[src/rtl/text_console_writer_defines.svh]
// Assertion macros for the text console writer.
// Used by the top level; expects clk_i and rst_ni in scope.
`ifndef TEXT_CONSOLE_WRITER_DEFINES_SVH
`define TEXT_CONSOLE_WRITER_DEFINES_SVH

// property holds at every edge out of reset
`define TCW_ASSERT_ALWAYS(lbl, prop, msg) \
  lbl: assert property (@(posedge clk_i) disable iff (!rst_ni) (prop)) else $error(msg);

// consequent holds in the cycle after the antecedent
`define TCW_ASSERT_NEXT(lbl, ante, cons, msg) \
  lbl: assert property (@(posedge clk_i) disable iff (!rst_ni) (ante) |=> (cons)) \
    else $error(msg);

`endif

[src/rtl/tcw_pkg.sv]
// Shared types, constants and microcode ROM of the text console writer.
// No dependencies; imported by every module of the block.
package tcw_pkg;

  localparam int DEF_COLUMNS = 80;
  localparam int DEF_ROWS    = 25;

  localparam int CELL_W   = 16;
  localparam int CURSOR_W = 11;
  localparam int UPC_W    = 5;

  localparam logic [7:0] BLANK_CHAR       = 8'd32;
  localparam logic [7:0] NEWLINE_CHAR     = 8'd10;
  localparam logic [7:0] RESET_BLANK_ATTR = 8'd15;

  typedef enum logic [2:0] {
    OP_PUT     = 3'd0,
    OP_BACK    = 3'd1,
    OP_SETPOS  = 3'd2,
    OP_CLEAR   = 3'd3,
    OP_LATCH   = 3'd4,
    OP_READ    = 3'd5
  } opcode_e;

  typedef enum logic [1:0] {
    ADDR_SWEEP,
    ADDR_SHIFT,
    ADDR_CURSOR,
    ADDR_POS
  } addr_sel_e;

  typedef enum logic [1:0] {
    WD_BLANK,
    WD_INIT,
    WD_INPUT,
    WD_COPY
  } wdata_sel_e;

  typedef enum logic [1:0] {
    SW_HOLD,
    SW_CLR,
    SW_INC
  } sweep_op_e;

  typedef enum logic [2:0] {
    CUR_HOLD,
    CUR_SCROLL,
    CUR_NEWLINE,
    CUR_ADVANCE,
    CUR_BACK,
    CUR_SETPOS,
    CUR_CLEAR,
    CUR_LATCH
  } cur_op_e;

  typedef enum logic [1:0] {
    BR_NEXT,
    BR_GOTO,
    BR_DISPATCH,
    BR_WAIT
  } br_e;

  typedef enum logic [2:0] {
    C_TRUE,
    C_PAST_END,
    C_NEWLINE,
    C_SWEEP_END,
    C_SCROLL_END,
    C_ABOVE_LIMIT,
    C_OUT_BUSY
  } cond_e;

  typedef struct packed {
    logic             we;
    logic             re;
    addr_sel_e        addr;
    wdata_sel_e       wd;
    sweep_op_e        sw;
    cur_op_e          cur;
    br_e              br;
    cond_e            cond;
    logic             neg;
    logic [UPC_W-1:0] target;
    logic             ready;
    logic             done;
  } ucode_t;

  typedef struct packed {
    logic past_end;
    logic newline;
    logic sweep_end;
    logic scroll_end;
    logic above_limit;
  } stat_t;

  // program steps
  localparam logic [UPC_W-1:0] S_INIT    = 5'd0;
  localparam logic [UPC_W-1:0] S_IDLE    = 5'd1;
  localparam logic [UPC_W-1:0] S_PUT     = 5'd2;
  localparam logic [UPC_W-1:0] S_SCR_RD  = 5'd3;
  localparam logic [UPC_W-1:0] S_SCR_WR  = 5'd4;
  localparam logic [UPC_W-1:0] S_SCR_BLK = 5'd5;
  localparam logic [UPC_W-1:0] S_SCR_CUR = 5'd6;
  localparam logic [UPC_W-1:0] S_PUT_CHR = 5'd7;
  localparam logic [UPC_W-1:0] S_PUT_WR  = 5'd8;
  localparam logic [UPC_W-1:0] S_PUT_NL  = 5'd9;
  localparam logic [UPC_W-1:0] S_BS      = 5'd10;
  localparam logic [UPC_W-1:0] S_BS_STEP = 5'd11;
  localparam logic [UPC_W-1:0] S_BS_BLK  = 5'd12;
  localparam logic [UPC_W-1:0] S_SETPOS  = 5'd13;
  localparam logic [UPC_W-1:0] S_CLR     = 5'd14;
  localparam logic [UPC_W-1:0] S_CLR_BLK = 5'd15;
  localparam logic [UPC_W-1:0] S_CLR_CUR = 5'd16;
  localparam logic [UPC_W-1:0] S_LATCH   = 5'd17;
  localparam logic [UPC_W-1:0] S_READ    = 5'd18;
  localparam logic [UPC_W-1:0] S_FINISH  = 5'd19;

  function automatic logic [UPC_W-1:0] dispatch(input logic [2:0] op);
    logic [UPC_W-1:0] s;
    case (op)
      OP_PUT:    s = S_PUT;
      OP_BACK:   s = S_BS;
      OP_SETPOS: s = S_SETPOS;
      OP_CLEAR:  s = S_CLR;
      OP_LATCH:  s = S_LATCH;
      OP_READ:   s = S_READ;
      default:   s = S_FINISH;
    endcase
    return s;
  endfunction

  function automatic ucode_t ucode_rom(input logic [UPC_W-1:0] upc);
    ucode_t w;
    w = '0;
    case (upc)
      S_INIT: begin
        w.we = 1'b1; w.addr = ADDR_SWEEP; w.wd = WD_INIT; w.sw = SW_INC;
        w.br = BR_GOTO; w.cond = C_SWEEP_END; w.neg = 1'b1; w.target = S_INIT;
      end
      S_IDLE: begin
        w.ready = 1'b1; w.br = BR_DISPATCH;
      end
      S_PUT: begin
        w.sw = SW_CLR;
        w.br = BR_GOTO; w.cond = C_PAST_END; w.neg = 1'b1; w.target = S_PUT_CHR;
      end
      S_SCR_RD: begin
        w.re = 1'b1; w.addr = ADDR_SHIFT; w.br = BR_NEXT;
      end
      S_SCR_WR: begin
        w.we = 1'b1; w.addr = ADDR_SWEEP; w.wd = WD_COPY; w.sw = SW_INC;
        w.br = BR_GOTO; w.cond = C_SCROLL_END; w.neg = 1'b1; w.target = S_SCR_RD;
      end
      S_SCR_BLK: begin
        w.we = 1'b1; w.addr = ADDR_SWEEP; w.wd = WD_BLANK; w.sw = SW_INC;
        w.br = BR_GOTO; w.cond = C_SWEEP_END; w.neg = 1'b1; w.target = S_SCR_BLK;
      end
      S_SCR_CUR: begin
        w.cur = CUR_SCROLL; w.br = BR_NEXT;
      end
      S_PUT_CHR: begin
        w.br = BR_GOTO; w.cond = C_NEWLINE; w.target = S_PUT_NL;
      end
      S_PUT_WR: begin
        w.we = 1'b1; w.addr = ADDR_CURSOR; w.wd = WD_INPUT; w.cur = CUR_ADVANCE;
        w.br = BR_GOTO; w.cond = C_TRUE; w.target = S_FINISH;
      end
      S_PUT_NL: begin
        w.cur = CUR_NEWLINE; w.br = BR_GOTO; w.cond = C_TRUE; w.target = S_FINISH;
      end
      S_BS: begin
        w.br = BR_GOTO; w.cond = C_ABOVE_LIMIT; w.neg = 1'b1; w.target = S_FINISH;
      end
      S_BS_STEP: begin
        w.cur = CUR_BACK; w.br = BR_NEXT;
      end
      S_BS_BLK: begin
        w.we = 1'b1; w.addr = ADDR_CURSOR; w.wd = WD_BLANK;
        w.br = BR_GOTO; w.cond = C_TRUE; w.target = S_FINISH;
      end
      S_SETPOS: begin
        w.cur = CUR_SETPOS; w.br = BR_GOTO; w.cond = C_TRUE; w.target = S_FINISH;
      end
      S_CLR: begin
        w.sw = SW_CLR; w.br = BR_NEXT;
      end
      S_CLR_BLK: begin
        w.we = 1'b1; w.addr = ADDR_SWEEP; w.wd = WD_BLANK; w.sw = SW_INC;
        w.br = BR_GOTO; w.cond = C_SWEEP_END; w.neg = 1'b1; w.target = S_CLR_BLK;
      end
      S_CLR_CUR: begin
        w.cur = CUR_CLEAR; w.br = BR_GOTO; w.cond = C_TRUE; w.target = S_FINISH;
      end
      S_LATCH: begin
        w.cur = CUR_LATCH; w.br = BR_GOTO; w.cond = C_TRUE; w.target = S_FINISH;
      end
      S_READ: begin
        w.re = 1'b1; w.addr = ADDR_POS;
        w.br = BR_GOTO; w.cond = C_TRUE; w.target = S_FINISH;
      end
      S_FINISH: begin
        w.done = 1'b1; w.br = BR_WAIT; w.cond = C_OUT_BUSY; w.target = S_IDLE;
      end
      default: begin
        w.br = BR_GOTO; w.cond = C_TRUE; w.target = S_IDLE;
      end
    endcase
    return w;
  endfunction

endpackage

[src/rtl/tcw_seq.sv]
// Microcode sequencer: step counter, control ROM and branch logic.
// Depends on tcw_pkg for the control word and the program.
module tcw_seq (
  input  logic                 clk_i,
  input  logic                 rst_ni,
  input  logic                 accept_i,
  input  logic [2:0]           opcode_i,
  input  tcw_pkg::stat_t       stat_i,
  input  logic                 out_busy_i,
  output tcw_pkg::ucode_t      ctrl_o
);
  import tcw_pkg::*;

  logic [UPC_W-1:0] upc_q, upc_d;
  ucode_t           w;
  logic             c;

  assign w      = ucode_rom(upc_q);
  assign ctrl_o = w;

  always_comb begin
    case (w.cond)
      C_TRUE:        c = 1'b1;
      C_PAST_END:    c = stat_i.past_end;
      C_NEWLINE:     c = stat_i.newline;
      C_SWEEP_END:   c = stat_i.sweep_end;
      C_SCROLL_END:  c = stat_i.scroll_end;
      C_ABOVE_LIMIT: c = stat_i.above_limit;
      C_OUT_BUSY:    c = out_busy_i;
      default:       c = 1'b0;
    endcase
  end

  always_comb begin
    case (w.br)
      BR_NEXT:     upc_d = upc_q + 1'b1;
      BR_GOTO:     upc_d = (c ^ w.neg) ? w.target : upc_q + 1'b1;
      BR_DISPATCH: upc_d = accept_i ? dispatch(opcode_i) : upc_q;
      BR_WAIT:     upc_d = c ? upc_q : w.target;
      default:     upc_d = S_IDLE;
    endcase
  end

  // reset starts the blanking pass over the store
  always_ff @(posedge clk_i or negedge rst_ni) begin
    if (!rst_ni) begin
      upc_q <= S_INIT;
    end else begin
      upc_q <= upc_d;
    end
  end

endmodule

[config.mk]
export PLATFORM = sky130hd
export DESIGN_NAME = tcw_seq
export DESIGN_NICKNAME = d
export VERILOG_FILES = /design/src/rtl/text_console_writer_defines.svh /design/src/rtl/tcw_pkg.sv /design/src/rtl/tcw_seq.sv
export SDC_FILE = /design/constraint.sdc
export NUM_CORES = 1
export LEC_CHECK = 0
export ABC_CLOCK_PERIOD_IN_PS = 7450
export BUFFER_PORTS_ARGS = -buffer_cell sky130_fd_sc_hd__buf_4
export CORE_ASPECT_RATIO = 1.25
export CORE_MARGIN = 10
export CORE_UTILIZATION = 45
export DETAILED_ROUTE_END_ITERATION = 8
export PLACE_DENSITY = 0.72
export REMOVE_ABC_BUFFERS = 1
export SYNTH_ARGS = -nofsm -noshare
export SYNTH_HDL_FRONTEND = slang
export SYNTH_SLANG_ARGS = --single-unit
[constraint.sdc]
create_clock -name clk_i -period 7.45 [get_ports clk_i]
set_input_delay 1.1175 -clock clk_i [delete_from_list [all_inputs] [get_ports clk_i]]
set_output_delay 1.1175 -clock clk_i [all_outputs]
set_load 0.005 [all_outputs]
==> reports/metrics.cfg <==
[floorplan]
die_width_um = 64.7
die_h_um = 75.9
initial_utilization = 0.468
io_pins = 36
fp-row-count = 20
dieArea_mm2 = 0.00491
core_mm2 = 0.00240

[setup_path]
end_kind = primary output
path_max_fanout = 21
crit_arrival_ns = 2.82
start_kind = register
max_stage_delay_ns = 0.76
path_cells = clkinv_1, ha_1, or3_1, a2111o_1, buf_4
path_class = reg2out
worstPathRequired_ns = 6.33
cp_slowest_cell = dfrtp_1

[power]
clkPwrFrac = 0.042
combPwrFrac = 0.831
p_leak_nw = 0.663
power_density_mw_per_mm2 = 517
p_sw_uw = 375
switching_share = 0.520
pwr-share-seq = 0.127
vdd_drop_max_mv = 0.289
p_int_uw = 346

[clocking]
cts_tree = built
cts-resized-gates = 0
numCtsBuffers = 3
clock-sinks = 5
worstSkewPairLatency_ns = 0.24
hold_buffers = 0
clk_pin_slew_ns = 0.04
post_cts_buffers = 0
cts_root_buf = clkbuf_4
htree_levels = 1
ctsLongestPathBuffers = 2

[grt]
grt_pass1_wl_um = 5780
grt_usage = 0.139
grt_pass1_vias = 1239
overflow = 0
grt_max_degree = 32
antenna_found_initial = 0

[logic_synthesis]
ys_seq_elements = 5
synth-async-reset-ratio = 1.00
syn_area_mm2 = 0.00112
synth.distinct_cells = 54
synth_area_leaders = dfrtp_1 (11%), o21ai_0 (6.2%), ha_1 (5.6%)
yosys_warnings = 0
synth_edf_count = 0
ys_seq_area_frac = 0.111
ys_top_cells_by_count = o21ai_0 (14), inv_1 (12), nand2_1 (11)
yosysTopAreaCell = dfrtp_1
synth_top_area_frac = 0.111
syn_avg_cell_area_um2 = 7.16
syn_inst = 157
synth_most_common_cell = o21ai_0
ys.flop_type = dfrtp_1

[run_status]
run_status = completed

[place]
globalplace.congestion = 0.855
io_buffers = 35
dp_worst_setup_slack_ns = 3.79
dp.final_hpwl_um = 2780
dp_cells = 213

[timing]
max_slew.worst_pin.slew_ns = 0.915
setup_ws_ns = 3.51
hold_violations = 0
timing.slew.headroom = 0.390
report.final.slew_viol_count = 0
fmax_mhz = 254
rsz0062_at_grt = no
fin_setup_tns_ns = 0
hold_slack_ns = 0.649
finalCritPeriodShare = 0.529
period_minus_slack_ns = 3.94
skew_ns = 0.00260
finalSetupViolCount = 0

[finish]
diodes = 0
drive_above_1_share = 0.261
finalNetCount = 202
fin_cells = 217
syn_to_final_growth_pct = 24.1
nFillCells = 235
top_regs = upc_q (5)
largest_reg_flops = 5
regMostFlops = upc_q

[routing]
drtPass1Iterations = 5
vias_per_cell = 5.86
drtIter0Drc = 86
postRouteAntennaNets = 0
drc = 0
vias = 1271
wire_per_inst_um = 16.0
finalWirelength_um = 3470

[worst_hold_path]
hp-class = reg2reg

[flow_run]
cap_violations = 0

-- layout by cell type (no fill, tap or decap), types with 2 or more instances in the layout --
master,count
a221oi_1,2
ha_1,5
nor2_1,7
nor3b_1,2
a21o_1,2
and3_1,3
o21a_1,3
nand3_1,2
nand2_1,11
inv_1,12
o21ai_0,14
a21oi_1,10
o22ai_1,5
dfrtp_1,5
a211o_1,2
nand2b_1,4
xor2_1,4
mux2i_1,6
clkbuf_4,3
nand3b_1,2
a32oi_1,2
a31oi_1,2
buf_4,35
nor3_1,8
nor2b_1,3
and4bb_2,2
xnor2_1,3
-- layer usage --
metal  GRT usage  vias to the layer above  share of wire
li1            -                      624              -
met2       0.246                       51           0.51
met5           0                        -              0
met1       0.165                      594           0.42
met3      0.0382                        2          0.074
met4      0.0286                        0         0.0032
-- path summary, 6_finish.rpt --
check	from	to	slack [ns]	cells after the start
setup / recovery	upc_q[4]	ctrl_o[2]	3.51	5
hold / removal	upc_q[1]	upc_q[1]	0.65	2
setup reg to reg	upc_q[4]	upc_q[4]	4.16	9
hold reg to reg	upc_q[1]	upc_q[1]	0.65	2
max in group asynchronous	rst_ni	upc_q[4]	6.67	1
min in group asynchronous	rst_ni	upc_q[1]	0.67	1
-- kinds of logic (layout without fill, tap and decap cells) --
group           count (synthesis)  count (layout)  synth area share
compound gates                 52              52             0.312
xor+xnor                        7               7            0.0546
fa+ha+maj                       5               5            0.0557
buf+inv                        26              53             0.105
flops                           5               5             0.111
mux                             7               7            0.0735
simple gates                   55              55             0.288
-- critical path: cells and delay by family, from the launching register on --
| family | cells | cell delay [ns] |
|---|---|---|
| compound gates | 1 | 0.41 |
| fa+ha+maj | 1 | 0.36 |
| buf+inv | 2 | 0.59 |
| flops | 1 | 0.76 |
| simple gates | 1 | 0.46 |
-- metrics by stage --
stage | util | area [um^2] | total power [mW]
3_5_place_dp | 0.569 | 1370 | 0.689
4_1_cts | 0.580 | 1390 | 0.724
5_1_grt | 0.580 | 1390 | 0.795
2_1_floorplan | - | 1060 | 0.470
3_3_place_gp | 0.569 | 1370 | 0.676
6_report | 0.580 | 1390 | 0.721
-- area by class of cell --
type / count / area (um^2) / area share
multi-input combinational: 126 / 881 / 0.632
clock buffer: 4 / 26.3 / 0.0189
timing repair buffer: 35 / 263 / 0.189
sequential: 5 / 125 / 0.0898
tap: 33 / 41.3 / 0.0296
inverter: 14 / 57.6 / 0.0413
-- power by group through the flow --
stage | clock network [mW] | logic [mW] | registers, mW
2_1_floorplan | 0 | 0.392 | 0.0782
3_3_place_gp | 0 | 0.587 | 0.0886
5_1_grt | 0.0332 | 0.664 | 0.0973
4_1_cts | 0.0318 | 0.601 | 0.0911
3_5_place_dp | 0 | 0.599 | 0.0907
6_report | 0.0303 | 0.599 | 0.0917
Note: power is estimated with default switching activity, not from simulation.
