### src/rtl/text_console_writer_defines.svh
// Assertion macros for the text console writer.
// Used by the top level; expects clk_i and rst_ni in scope.
`ifndef TEXT_CONSOLE_WRITER_DEFINES_SVH
`define TEXT_CONSOLE_WRITER_DEFINES_SVH

// property holds at every edge out of reset
`define TCW_ASSERT_ALWAYS(lbl, prop, msg) \
  lbl: assert property (@(posedge clk_i) disable iff (!rst_ni) (prop)) else $error(msg);

// consequent holds in the cycle after the antecedent
`define TCW_ASSERT_NEXT(lbl, ante, cons, msg) \
  lbl: assert property (@(posedge clk_i) disable iff (!rst_ni) (ante) |=> (cons)) \
    else $error(msg);

`endif

### src/rtl/tcw_pkg.sv
// Shared types, constants and microcode ROM of the text console writer.
// No dependencies; imported by every module of the block.
package tcw_pkg;

  localparam int DEF_COLUMNS = 80;
  localparam int DEF_ROWS    = 25;

  localparam int CELL_W   = 16;
  localparam int CURSOR_W = 11;
  localparam int UPC_W    = 5;

  localparam logic [7:0] BLANK_CHAR       = 8'd32;
  localparam logic [7:0] NEWLINE_CHAR     = 8'd10;
  localparam logic [7:0] RESET_BLANK_ATTR = 8'd15;

  typedef enum logic [2:0] {
    OP_PUT     = 3'd0,
    OP_BACK    = 3'd1,
    OP_SETPOS  = 3'd2,
    OP_CLEAR   = 3'd3,
    OP_LATCH   = 3'd4,
    OP_READ    = 3'd5
  } opcode_e;

  typedef enum logic [1:0] {
    ADDR_SWEEP,
    ADDR_SHIFT,
    ADDR_CURSOR,
    ADDR_POS
  } addr_sel_e;

  typedef enum logic [1:0] {
    WD_BLANK,
    WD_INIT,
    WD_INPUT,
    WD_COPY
  } wdata_sel_e;

  typedef enum logic [1:0] {
    SW_HOLD,
    SW_CLR,
    SW_INC
  } sweep_op_e;

  typedef enum logic [2:0] {
    CUR_HOLD,
    CUR_SCROLL,
    CUR_NEWLINE,
    CUR_ADVANCE,
    CUR_BACK,
    CUR_SETPOS,
    CUR_CLEAR,
    CUR_LATCH
  } cur_op_e;

  typedef enum logic [1:0] {
    BR_NEXT,
    BR_GOTO,
    BR_DISPATCH,
    BR_WAIT
  } br_e;

  typedef enum logic [2:0] {
    C_TRUE,
    C_PAST_END,
    C_NEWLINE,
    C_SWEEP_END,
    C_SCROLL_END,
    C_ABOVE_LIMIT,
    C_OUT_BUSY
  } cond_e;

  typedef struct packed {
    logic             we;
    logic             re;
    addr_sel_e        addr;
    wdata_sel_e       wd;
    sweep_op_e        sw;
    cur_op_e          cur;
    br_e              br;
    cond_e            cond;
    logic             neg;
    logic [UPC_W-1:0] target;
    logic             ready;
    logic             done;
  } ucode_t;

  typedef struct packed {
    logic past_end;
    logic newline;
    logic sweep_end;
    logic scroll_end;
    logic above_limit;
  } stat_t;

  // program steps
  localparam logic [UPC_W-1:0] S_INIT    = 5'd0;
  localparam logic [UPC_W-1:0] S_IDLE    = 5'd1;
  localparam logic [UPC_W-1:0] S_PUT     = 5'd2;
  localparam logic [UPC_W-1:0] S_SCR_RD  = 5'd3;
  localparam logic [UPC_W-1:0] S_SCR_WR  = 5'd4;
  localparam logic [UPC_W-1:0] S_SCR_BLK = 5'd5;
  localparam logic [UPC_W-1:0] S_SCR_CUR = 5'd6;
  localparam logic [UPC_W-1:0] S_PUT_CHR = 5'd7;
  localparam logic [UPC_W-1:0] S_PUT_WR  = 5'd8;
  localparam logic [UPC_W-1:0] S_PUT_NL  = 5'd9;
  localparam logic [UPC_W-1:0] S_BS      = 5'd10;
  localparam logic [UPC_W-1:0] S_BS_STEP = 5'd11;
  localparam logic [UPC_W-1:0] S_BS_BLK  = 5'd12;
  localparam logic [UPC_W-1:0] S_SETPOS  = 5'd13;
  localparam logic [UPC_W-1:0] S_CLR     = 5'd14;
  localparam logic [UPC_W-1:0] S_CLR_BLK = 5'd15;
  localparam logic [UPC_W-1:0] S_CLR_CUR = 5'd16;
  localparam logic [UPC_W-1:0] S_LATCH   = 5'd17;
  localparam logic [UPC_W-1:0] S_READ    = 5'd18;
  localparam logic [UPC_W-1:0] S_FINISH  = 5'd19;

  function automatic logic [UPC_W-1:0] dispatch(input logic [2:0] op);
    logic [UPC_W-1:0] s;
    case (op)
      OP_PUT:    s = S_PUT;
      OP_BACK:   s = S_BS;
      OP_SETPOS: s = S_SETPOS;
      OP_CLEAR:  s = S_CLR;
      OP_LATCH:  s = S_LATCH;
      OP_READ:   s = S_READ;
      default:   s = S_FINISH;
    endcase
    return s;
  endfunction

  function automatic ucode_t ucode_rom(input logic [UPC_W-1:0] upc);
    ucode_t w;
    w = '0;
    case (upc)
      S_INIT: begin
        w.we = 1'b1; w.addr = ADDR_SWEEP; w.wd = WD_INIT; w.sw = SW_INC;
        w.br = BR_GOTO; w.cond = C_SWEEP_END; w.neg = 1'b1; w.target = S_INIT;
      end
      S_IDLE: begin
        w.ready = 1'b1; w.br = BR_DISPATCH;
      end
      S_PUT: begin
        w.sw = SW_CLR;
        w.br = BR_GOTO; w.cond = C_PAST_END; w.neg = 1'b1; w.target = S_PUT_CHR;
      end
      S_SCR_RD: begin
        w.re = 1'b1; w.addr = ADDR_SHIFT; w.br = BR_NEXT;
      end
      S_SCR_WR: begin
        w.we = 1'b1; w.addr = ADDR_SWEEP; w.wd = WD_COPY; w.sw = SW_INC;
        w.br = BR_GOTO; w.cond = C_SCROLL_END; w.neg = 1'b1; w.target = S_SCR_RD;
      end
      S_SCR_BLK: begin
        w.we = 1'b1; w.addr = ADDR_SWEEP; w.wd = WD_BLANK; w.sw = SW_INC;
        w.br = BR_GOTO; w.cond = C_SWEEP_END; w.neg = 1'b1; w.target = S_SCR_BLK;
      end
      S_SCR_CUR: begin
        w.cur = CUR_SCROLL; w.br = BR_NEXT;
      end
      S_PUT_CHR: begin
        w.br = BR_GOTO; w.cond = C_NEWLINE; w.target = S_PUT_NL;
      end
      S_PUT_WR: begin
        w.we = 1'b1; w.addr = ADDR_CURSOR; w.wd = WD_INPUT; w.cur = CUR_ADVANCE;
        w.br = BR_GOTO; w.cond = C_TRUE; w.target = S_FINISH;
      end
      S_PUT_NL: begin
        w.cur = CUR_NEWLINE; w.br = BR_GOTO; w.cond = C_TRUE; w.target = S_FINISH;
      end
      S_BS: begin
        w.br = BR_GOTO; w.cond = C_ABOVE_LIMIT; w.neg = 1'b1; w.target = S_FINISH;
      end
      S_BS_STEP: begin
        w.cur = CUR_BACK; w.br = BR_NEXT;
      end
      S_BS_BLK: begin
        w.we = 1'b1; w.addr = ADDR_CURSOR; w.wd = WD_BLANK;
        w.br = BR_GOTO; w.cond = C_TRUE; w.target = S_FINISH;
      end
      S_SETPOS: begin
        w.cur = CUR_SETPOS; w.br = BR_GOTO; w.cond = C_TRUE; w.target = S_FINISH;
      end
      S_CLR: begin
        w.sw = SW_CLR; w.br = BR_NEXT;
      end
      S_CLR_BLK: begin
        w.we = 1'b1; w.addr = ADDR_SWEEP; w.wd = WD_BLANK; w.sw = SW_INC;
        w.br = BR_GOTO; w.cond = C_SWEEP_END; w.neg = 1'b1; w.target = S_CLR_BLK;
      end
      S_CLR_CUR: begin
        w.cur = CUR_CLEAR; w.br = BR_GOTO; w.cond = C_TRUE; w.target = S_FINISH;
      end
      S_LATCH: begin
        w.cur = CUR_LATCH; w.br = BR_GOTO; w.cond = C_TRUE; w.target = S_FINISH;
      end
      S_READ: begin
        w.re = 1'b1; w.addr = ADDR_POS;
        w.br = BR_GOTO; w.cond = C_TRUE; w.target = S_FINISH;
      end
      S_FINISH: begin
        w.done = 1'b1; w.br = BR_WAIT; w.cond = C_OUT_BUSY; w.target = S_IDLE;
      end
      default: begin
        w.br = BR_GOTO; w.cond = C_TRUE; w.target = S_IDLE;
      end
    endcase
    return w;
  endfunction

endpackage

### src/rtl/tcw_dp.sv
// Datapath: latched command, cursor, limit, sweep pointer, store address/data.
// Depends on tcw_pkg; driven by the control word from tcw_seq.
module tcw_dp #(
  parameter int COLUMNS = 80,
  parameter int ROWS    = 25
) (
  input  logic                                clk_i,
  input  logic                                rst_ni,
  input  tcw_pkg::ucode_t                     ctrl_i,
  input  logic                                accept_i,
  input  logic [2:0]                          opcode_i,
  input  logic [7:0]                          character_i,
  input  logic [7:0]                          attribute_i,
  input  logic [6:0]                          column_i,
  input  logic [4:0]                          line_i,
  input  logic [7:0]                          blank_attr_i,
  input  logic [tcw_pkg::CELL_W-1:0]          rdata_i,
  output logic                                mem_we_o,
  output logic                                mem_re_o,
  output logic [$clog2(COLUMNS*ROWS)-1:0]     mem_addr_o,
  output logic [tcw_pkg::CELL_W-1:0]          mem_wdata_o,
  output tcw_pkg::stat_t                      stat_o,
  output logic [tcw_pkg::CURSOR_W-1:0]        cursor_position_o,
  output logic [7:0]                          res_char_o,
  output logic [7:0]                          res_attr_o
);
  import tcw_pkg::*;

  localparam int CELLS = COLUMNS * ROWS;
  localparam int PW    = $clog2(CELLS + 1);
  localparam int AW    = $clog2(CELLS);
  localparam int CW    = $clog2(COLUMNS);
  localparam int RW    = $clog2(ROWS + 1);

  logic [2:0]  op_q;
  logic [7:0]  char_q, attr_q;
  logic [6:0]  col_q;
  logic [4:0]  line_q;

  logic [PW-1:0] cur_q, cur_d, limit_q, limit_d, sweep_q, sweep_d;
  logic [RW-1:0] crow_q, crow_d;
  logic [CW-1:0] ccol_q, ccol_d;

  logic [PW-1:0]          pos;
  logic [PW-1:0]          sweep_shift;
  logic [PW+CURSOR_W-1:0] cur_wide;
  logic                   in_range;
  logic                   rd_hit;

  always_ff @(posedge clk_i) begin
    if (accept_i) begin
      op_q   <= opcode_i;
      char_q <= character_i;
      attr_q <= attribute_i;
      col_q  <= column_i;
      line_q <= line_i;
    end
  end

  assign in_range    = (int'(col_q) < COLUMNS) && (int'(line_q) < ROWS);
  assign pos         = PW'(line_q) * PW'(COLUMNS) + PW'(col_q);
  assign sweep_shift = sweep_q + PW'(COLUMNS);

  always_comb begin
    case (ctrl_i.addr)
      ADDR_SWEEP:  mem_addr_o = sweep_q[AW-1:0];
      ADDR_SHIFT:  mem_addr_o = sweep_shift[AW-1:0];
      ADDR_CURSOR: mem_addr_o = cur_q[AW-1:0];
      ADDR_POS:    mem_addr_o = pos[AW-1:0];
      default:     mem_addr_o = sweep_q[AW-1:0];
    endcase
  end

  always_comb begin
    case (ctrl_i.wd)
      WD_BLANK: mem_wdata_o = {BLANK_CHAR, blank_attr_i};
      WD_INIT:  mem_wdata_o = {BLANK_CHAR, RESET_BLANK_ATTR};
      WD_INPUT: mem_wdata_o = {char_q, attr_q};
      WD_COPY:  mem_wdata_o = rdata_i;
      default:  mem_wdata_o = {BLANK_CHAR, blank_attr_i};
    endcase
  end

  assign mem_we_o = ctrl_i.we;
  assign mem_re_o = ctrl_i.re;

  assign stat_o.past_end    = (cur_q == PW'(CELLS));
  assign stat_o.newline     = (char_q == NEWLINE_CHAR);
  assign stat_o.sweep_end   = (sweep_q == PW'(CELLS - 1));
  assign stat_o.scroll_end  = (sweep_q == PW'(CELLS - COLUMNS - 1));
  assign stat_o.above_limit = (cur_q > limit_q);

  always_comb begin
    case (ctrl_i.sw)
      SW_CLR:  sweep_d = '0;
      SW_INC:  sweep_d = sweep_q + 1'b1;
      default: sweep_d = sweep_q;
    endcase
  end

  // cursor kept both linear and as row/column so no divide is needed
  always_comb begin
    cur_d   = cur_q;
    crow_d  = crow_q;
    ccol_d  = ccol_q;
    limit_d = limit_q;
    case (ctrl_i.cur)
      CUR_SCROLL: begin
        cur_d  = PW'(CELLS - COLUMNS);
        crow_d = RW'(ROWS - 1);
        ccol_d = '0;
      end
      CUR_NEWLINE: begin
        cur_d  = cur_q + (PW'(COLUMNS) - PW'(ccol_q));
        crow_d = crow_q + 1'b1;
        ccol_d = '0;
      end
      CUR_ADVANCE: begin
        cur_d = cur_q + 1'b1;
        if (ccol_q == CW'(COLUMNS - 1)) begin
          ccol_d = '0;
          crow_d = crow_q + 1'b1;
        end else begin
          ccol_d = ccol_q + 1'b1;
        end
      end
      CUR_BACK: begin
        cur_d = cur_q - 1'b1;
        if (ccol_q == '0) begin
          ccol_d = CW'(COLUMNS - 1);
          crow_d = crow_q - 1'b1;
        end else begin
          ccol_d = ccol_q - 1'b1;
        end
      end
      CUR_SETPOS: begin
        if (in_range) begin
          cur_d  = pos;
          crow_d = RW'(line_q);
          ccol_d = CW'(col_q);
        end
      end
      CUR_CLEAR: begin
        cur_d  = '0;
        crow_d = '0;
        ccol_d = '0;
      end
      CUR_LATCH: limit_d = cur_q;
      default: ;
    endcase
  end

  always_ff @(posedge clk_i or negedge rst_ni) begin
    if (!rst_ni) begin
      cur_q   <= '0;
      crow_q  <= '0;
      ccol_q  <= '0;
      limit_q <= '0;
      sweep_q <= '0;
    end else begin
      cur_q   <= cur_d;
      crow_q  <= crow_d;
      ccol_q  <= ccol_d;
      limit_q <= limit_d;
      sweep_q <= sweep_d;
    end
  end

  assign cur_wide          = (PW + CURSOR_W)'(cur_q);
  assign cursor_position_o = cur_wide[CURSOR_W-1:0];

  assign rd_hit     = (op_q == OP_READ) && in_range;
  assign res_char_o = rd_hit ? rdata_i[15:8] : 8'd0;
  assign res_attr_o = rd_hit ? rdata_i[7:0]  : 8'd0;

endmodule

### config.mk
export PLATFORM = sky130hd
export DESIGN_NAME = tcw_dp
export DESIGN_NICKNAME = d
export VERILOG_FILES = /design/src/rtl/text_console_writer_defines.svh /design/src/rtl/tcw_pkg.sv /design/src/rtl/tcw_dp.sv
export SDC_FILE = /design/constraint.sdc
export NUM_CORES = 1
export LEC_CHECK = 0
export BUFFER_PORTS_ARGS = -buffer_cell sky130_fd_sc_hd__buf_2
export CAP_MARGIN = 20
export CORE_MARGIN = 1
export CORE_UTILIZATION = 55
export CTS_BUF_LIST = sky130_fd_sc_hd__clkbuf_8
export DETAILED_ROUTE_END_ITERATION = 12
export GPL_TIMING_DRIVEN = 0
export PLACE_DENSITY_LB_ADDON = 0.1
export SLEW_MARGIN = 20
export SYNTH_ARGS = -nofsm -noshare
export SYNTH_HDL_FRONTEND = slang
export SYNTH_SLANG_ARGS = --single-unit
### constraint.sdc
create_clock -name clk_i -period 8.5 [get_ports clk_i]
set_clock_uncertainty 0.1 [all_clocks]
set_input_delay 0.85 -clock clk_i [delete_from_list [all_inputs] [get_ports clk_i]]
set_output_delay 0.85 -clock clk_i [all_outputs]
set_load 0.01 [all_outputs]
==> impl_metrics.ini <==
[sta]
rsz0062_at_grt = false
finalSetupTns_ns = 0
setup_viol = 0
hold_slack_ns = 0.390
worst_slack_ns = 4.30
finalCriticalPeriod_ns = 4.20
slew_violations = 0
hold_viol = 0
finalCritPeriodShare_pct = 49.5
relSlewSlack_pct = 34.3
worstMarginPinSlew_ns = 0.985
fmax_ghz = 0.238

[synthesis]
syn-num-nets = 708
synth_seq_cells = 71
synth_top_area_share_pct = 18.9
synth_most_common_cell = nand2_1
synth_seq_area_share_pct = 36.5
synthesis.area_um2 = 5300
synth.avg_cell_area_um2 = 9.10
ys_top_cells_by_area = dfrtp_1, edfxtp_1, ha_1
synth_warnings = 0
ys_types = 58
synth_commonest_cells = nand2_1, nor2_1, o21ai_0
syn_inst = 582
ys.flop_type = dfrtp_1
async_flop_share_pct = 56.3
synth_top_cell_by_area = dfrtp_1
synth-edff-count = 31

[floorplanning]
initial_core_util_pct = 57.1
row_count = 35
dieWidth_um = 100
design.die.area_um2 = 10000
io_pins = 143
die_y_um = 100
core-area_um2 = 9280

[clock_network]
cts_hold_buf = 0
clk_path_buf_depth = 2
clkSinkCount = 71
cts_made_buffers = 9
insertion_delay_ns = 0.36
tritoncts = yes
clk_root_buffer_cell = clkbuf_8
cts_setup_buffers = 0
clk_pin_slew_ns = 0.08
htreeDepth = 3
postCtsResizedCells = 0

[global_route]
grt_pass1_wl_um = 21800
antenna_found_initial = 0
first_global_vias = 4557
track_usage_pct = 27.9
grt_overflow_total = 0
grt_max_degree = 41

[finish]
n_fill_cell = 802
area_growth_pct = 19.3
insertedDiodeCount = 0
register_area_um2 = 1930
drive_gt1_share_pct = 23.2
fin_nets = 845
multiInputGateArea_um2 = 3120
layoutNonFillerInstCount = 853

[power]
p_seq_share_pct = 29.9
sw_frac_of_total_pct = 41.6
power_frac_comb_pct = 51.7
peakVddDrop_uv = 144
internal-power_uw = 1000
power_switching_uw = 713
p_leak_nw = 2.96
power.density_nw_per_um2 = 271
p_clk_share_pct = 18.4

[worst_setup_path]
cp.arrival_ns = 4.36
critPathSlowestCell = fa_1
end_kind = flip-flop
cp_max_fo = 10
reg2reg_slack_ns = 4.30
crit_path_start = ccol_q[0]
r2r_cells = 15
r2r_start = ccol_q[0]
path_cells = clkbuf_1, inv_1, ha_1, xnor2_1, and2_1, o22ai_1, fa_1, nand2b_1, a211oi_1, o21ai_1, o21a_1, o21ai_0, xor2_1, a21oi_1, a2bb2oi_2
cp-start-kind = flip-flop
cp_top_family = compound AO/OA/AOI/OAI gates
cp_num_buf_inv = 2
critPathMaxStageDelay_ns = 0.49
path_class = reg2reg
r2r_end = cursor_position_o[10]
cp.required_ns = 8.65

[hold_path]
hold_class = reg2reg
holdPathStages = 2
min_from = limit_q[1]
hold_path_end = limit_q[1]

[flow_run]
maxCapViolCount = 0

[place]
dp.cells = 837
place_congestion = 0.892
port_buffers = 126
place_ws_ns = 4.09
dp_hpwl_um = 10500

[run_status]
status = complete, no violations

[routing]
drt_wl_total_um = 13600
drtPass1Iterations = 5
viasPerCell = 5.59
drc = 0
via_count = 4765
initialDrtViolationCount = 231
wl_per_cell_um = 16.0
antenna_left = 0
## final cells by class
cell class                      count  share of cell area [%]
Multi-Input combinational cell    449                    49.3
Sequential cell                    71                    30.6
Timing Repair Buffer              126                    9.98
Tap cell                          129                    2.55
Clock buffer                       11                    2.40
Inverter                           34                    2.02
Buffer                             28                    1.88
Clock inverter                      5                    1.27
## how the worst max path moves through the flow
| stage | endpoint | cells past startpoint |
|---|---|---|
| after floorplan | cursor_position_o[10] | 14 |
| after global routing | cursor_position_o[10] | 18 |
| final | cursor_position_o[10] | 15 |
| after CTS | cursor_position_o[10] | 15 |
| after detailed placement | cursor_position_o[10] | 14 |
| after global placement | cursor_position_o[10] | 14 |
## kinds of logic (layout without fill, tap and decap cells)
kind of cell / Yosys count / count (layout) / synth area share, %
xor+xnor: 38 / 38 / 6.28
buf+inv: 62 / 204 / 4.65
simple gates: 184 / 184 / 17.2
flops: 71 / 71 / 36.5
mux: 32 / 32 / 6.59
fa+ha+maj: 44 / 44 / 10.8
compound gates: 151 / 151 / 18.0
## metal layers
metal  track usage, %  vias to the layer above  share of wire [%]
li1                 -                     2358                  -
met1             35.9                     2212                 43
met2             47.5                      173                 49
met3             4.87                       22                5.5
met4             9.48                        0                2.0
met5                0                        -                  0
## sequential cells by signal (all words and copies together) (netlist names)
register,cells
line_q,5
ccol_q,7
sweep_q,11
cursor_position_o,11
attr_q,8
op_q,3
char_q,8
col_q,7
limit_q,11
## power groups by stage
stage | logic, mW | registers [mW] | clock network [mW]
after floorplan | 0.655 | 0.494 | 0
after global placement | 0.851 | 0.513 | 0
final | 0.886 | 0.511 | 0.315
after detailed placement | 0.872 | 0.516 | 0
after CTS | 0.881 | 0.510 | 0.318
after global routing | 0.996 | 0.519 | 0.335
## worst register-to-register path, cell delays in order, from the launching register on
cell	delay, ns
dfrtp_1	0.39
clkbuf_1	0.39
inv_1	0.19
ha_1	0.43
xnor2_1	0.25
and2_1	0.16
o22ai_1	0.14
fa_1	0.49
nand2b_1	0.19
a211oi_1	0.30
o21ai_1	0.13
o21a_1	0.21
o21ai_0	0.21
xor2_1	0.26
a21oi_1	0.12
a2bb2oi_2	0.14
## layout by cell type, fill, tap and decap left out, drive strengths merged, types with 4 or more instances in the layout
master	Yosys	layout
o21ai	51	51
o211ai	5	5
ha	41	41
mux2i	18	18
xor2	13	13
and2	19	19
nor3	17	17
nor2	45	45
nor3b	4	4
clkbuf	18	29
a22o	9	9
o21a	7	7
nand3	8	8
nor4	6	6
edfxtp	31	31
a21o	10	10
inv	34	36
dfrtp	40	40
a31oi	7	7
buf	10	136
a21oi	39	39
nor2b	16	16
mux2	13	13
nand2	47	47
nand2b	7	7
xnor2	25	25
## per-stage QoR
step	total power [mW]	utilization (%)	cell area, um2
detailed placement	1.39	65.6	6090
finish	1.71	68.1	6320
global placement	1.36	65.6	6090
floorplan	1.15	-	5300
global route	1.85	68.1	6320
CTS	1.71	68.1	6320
(Power assumes the default switching activity.)
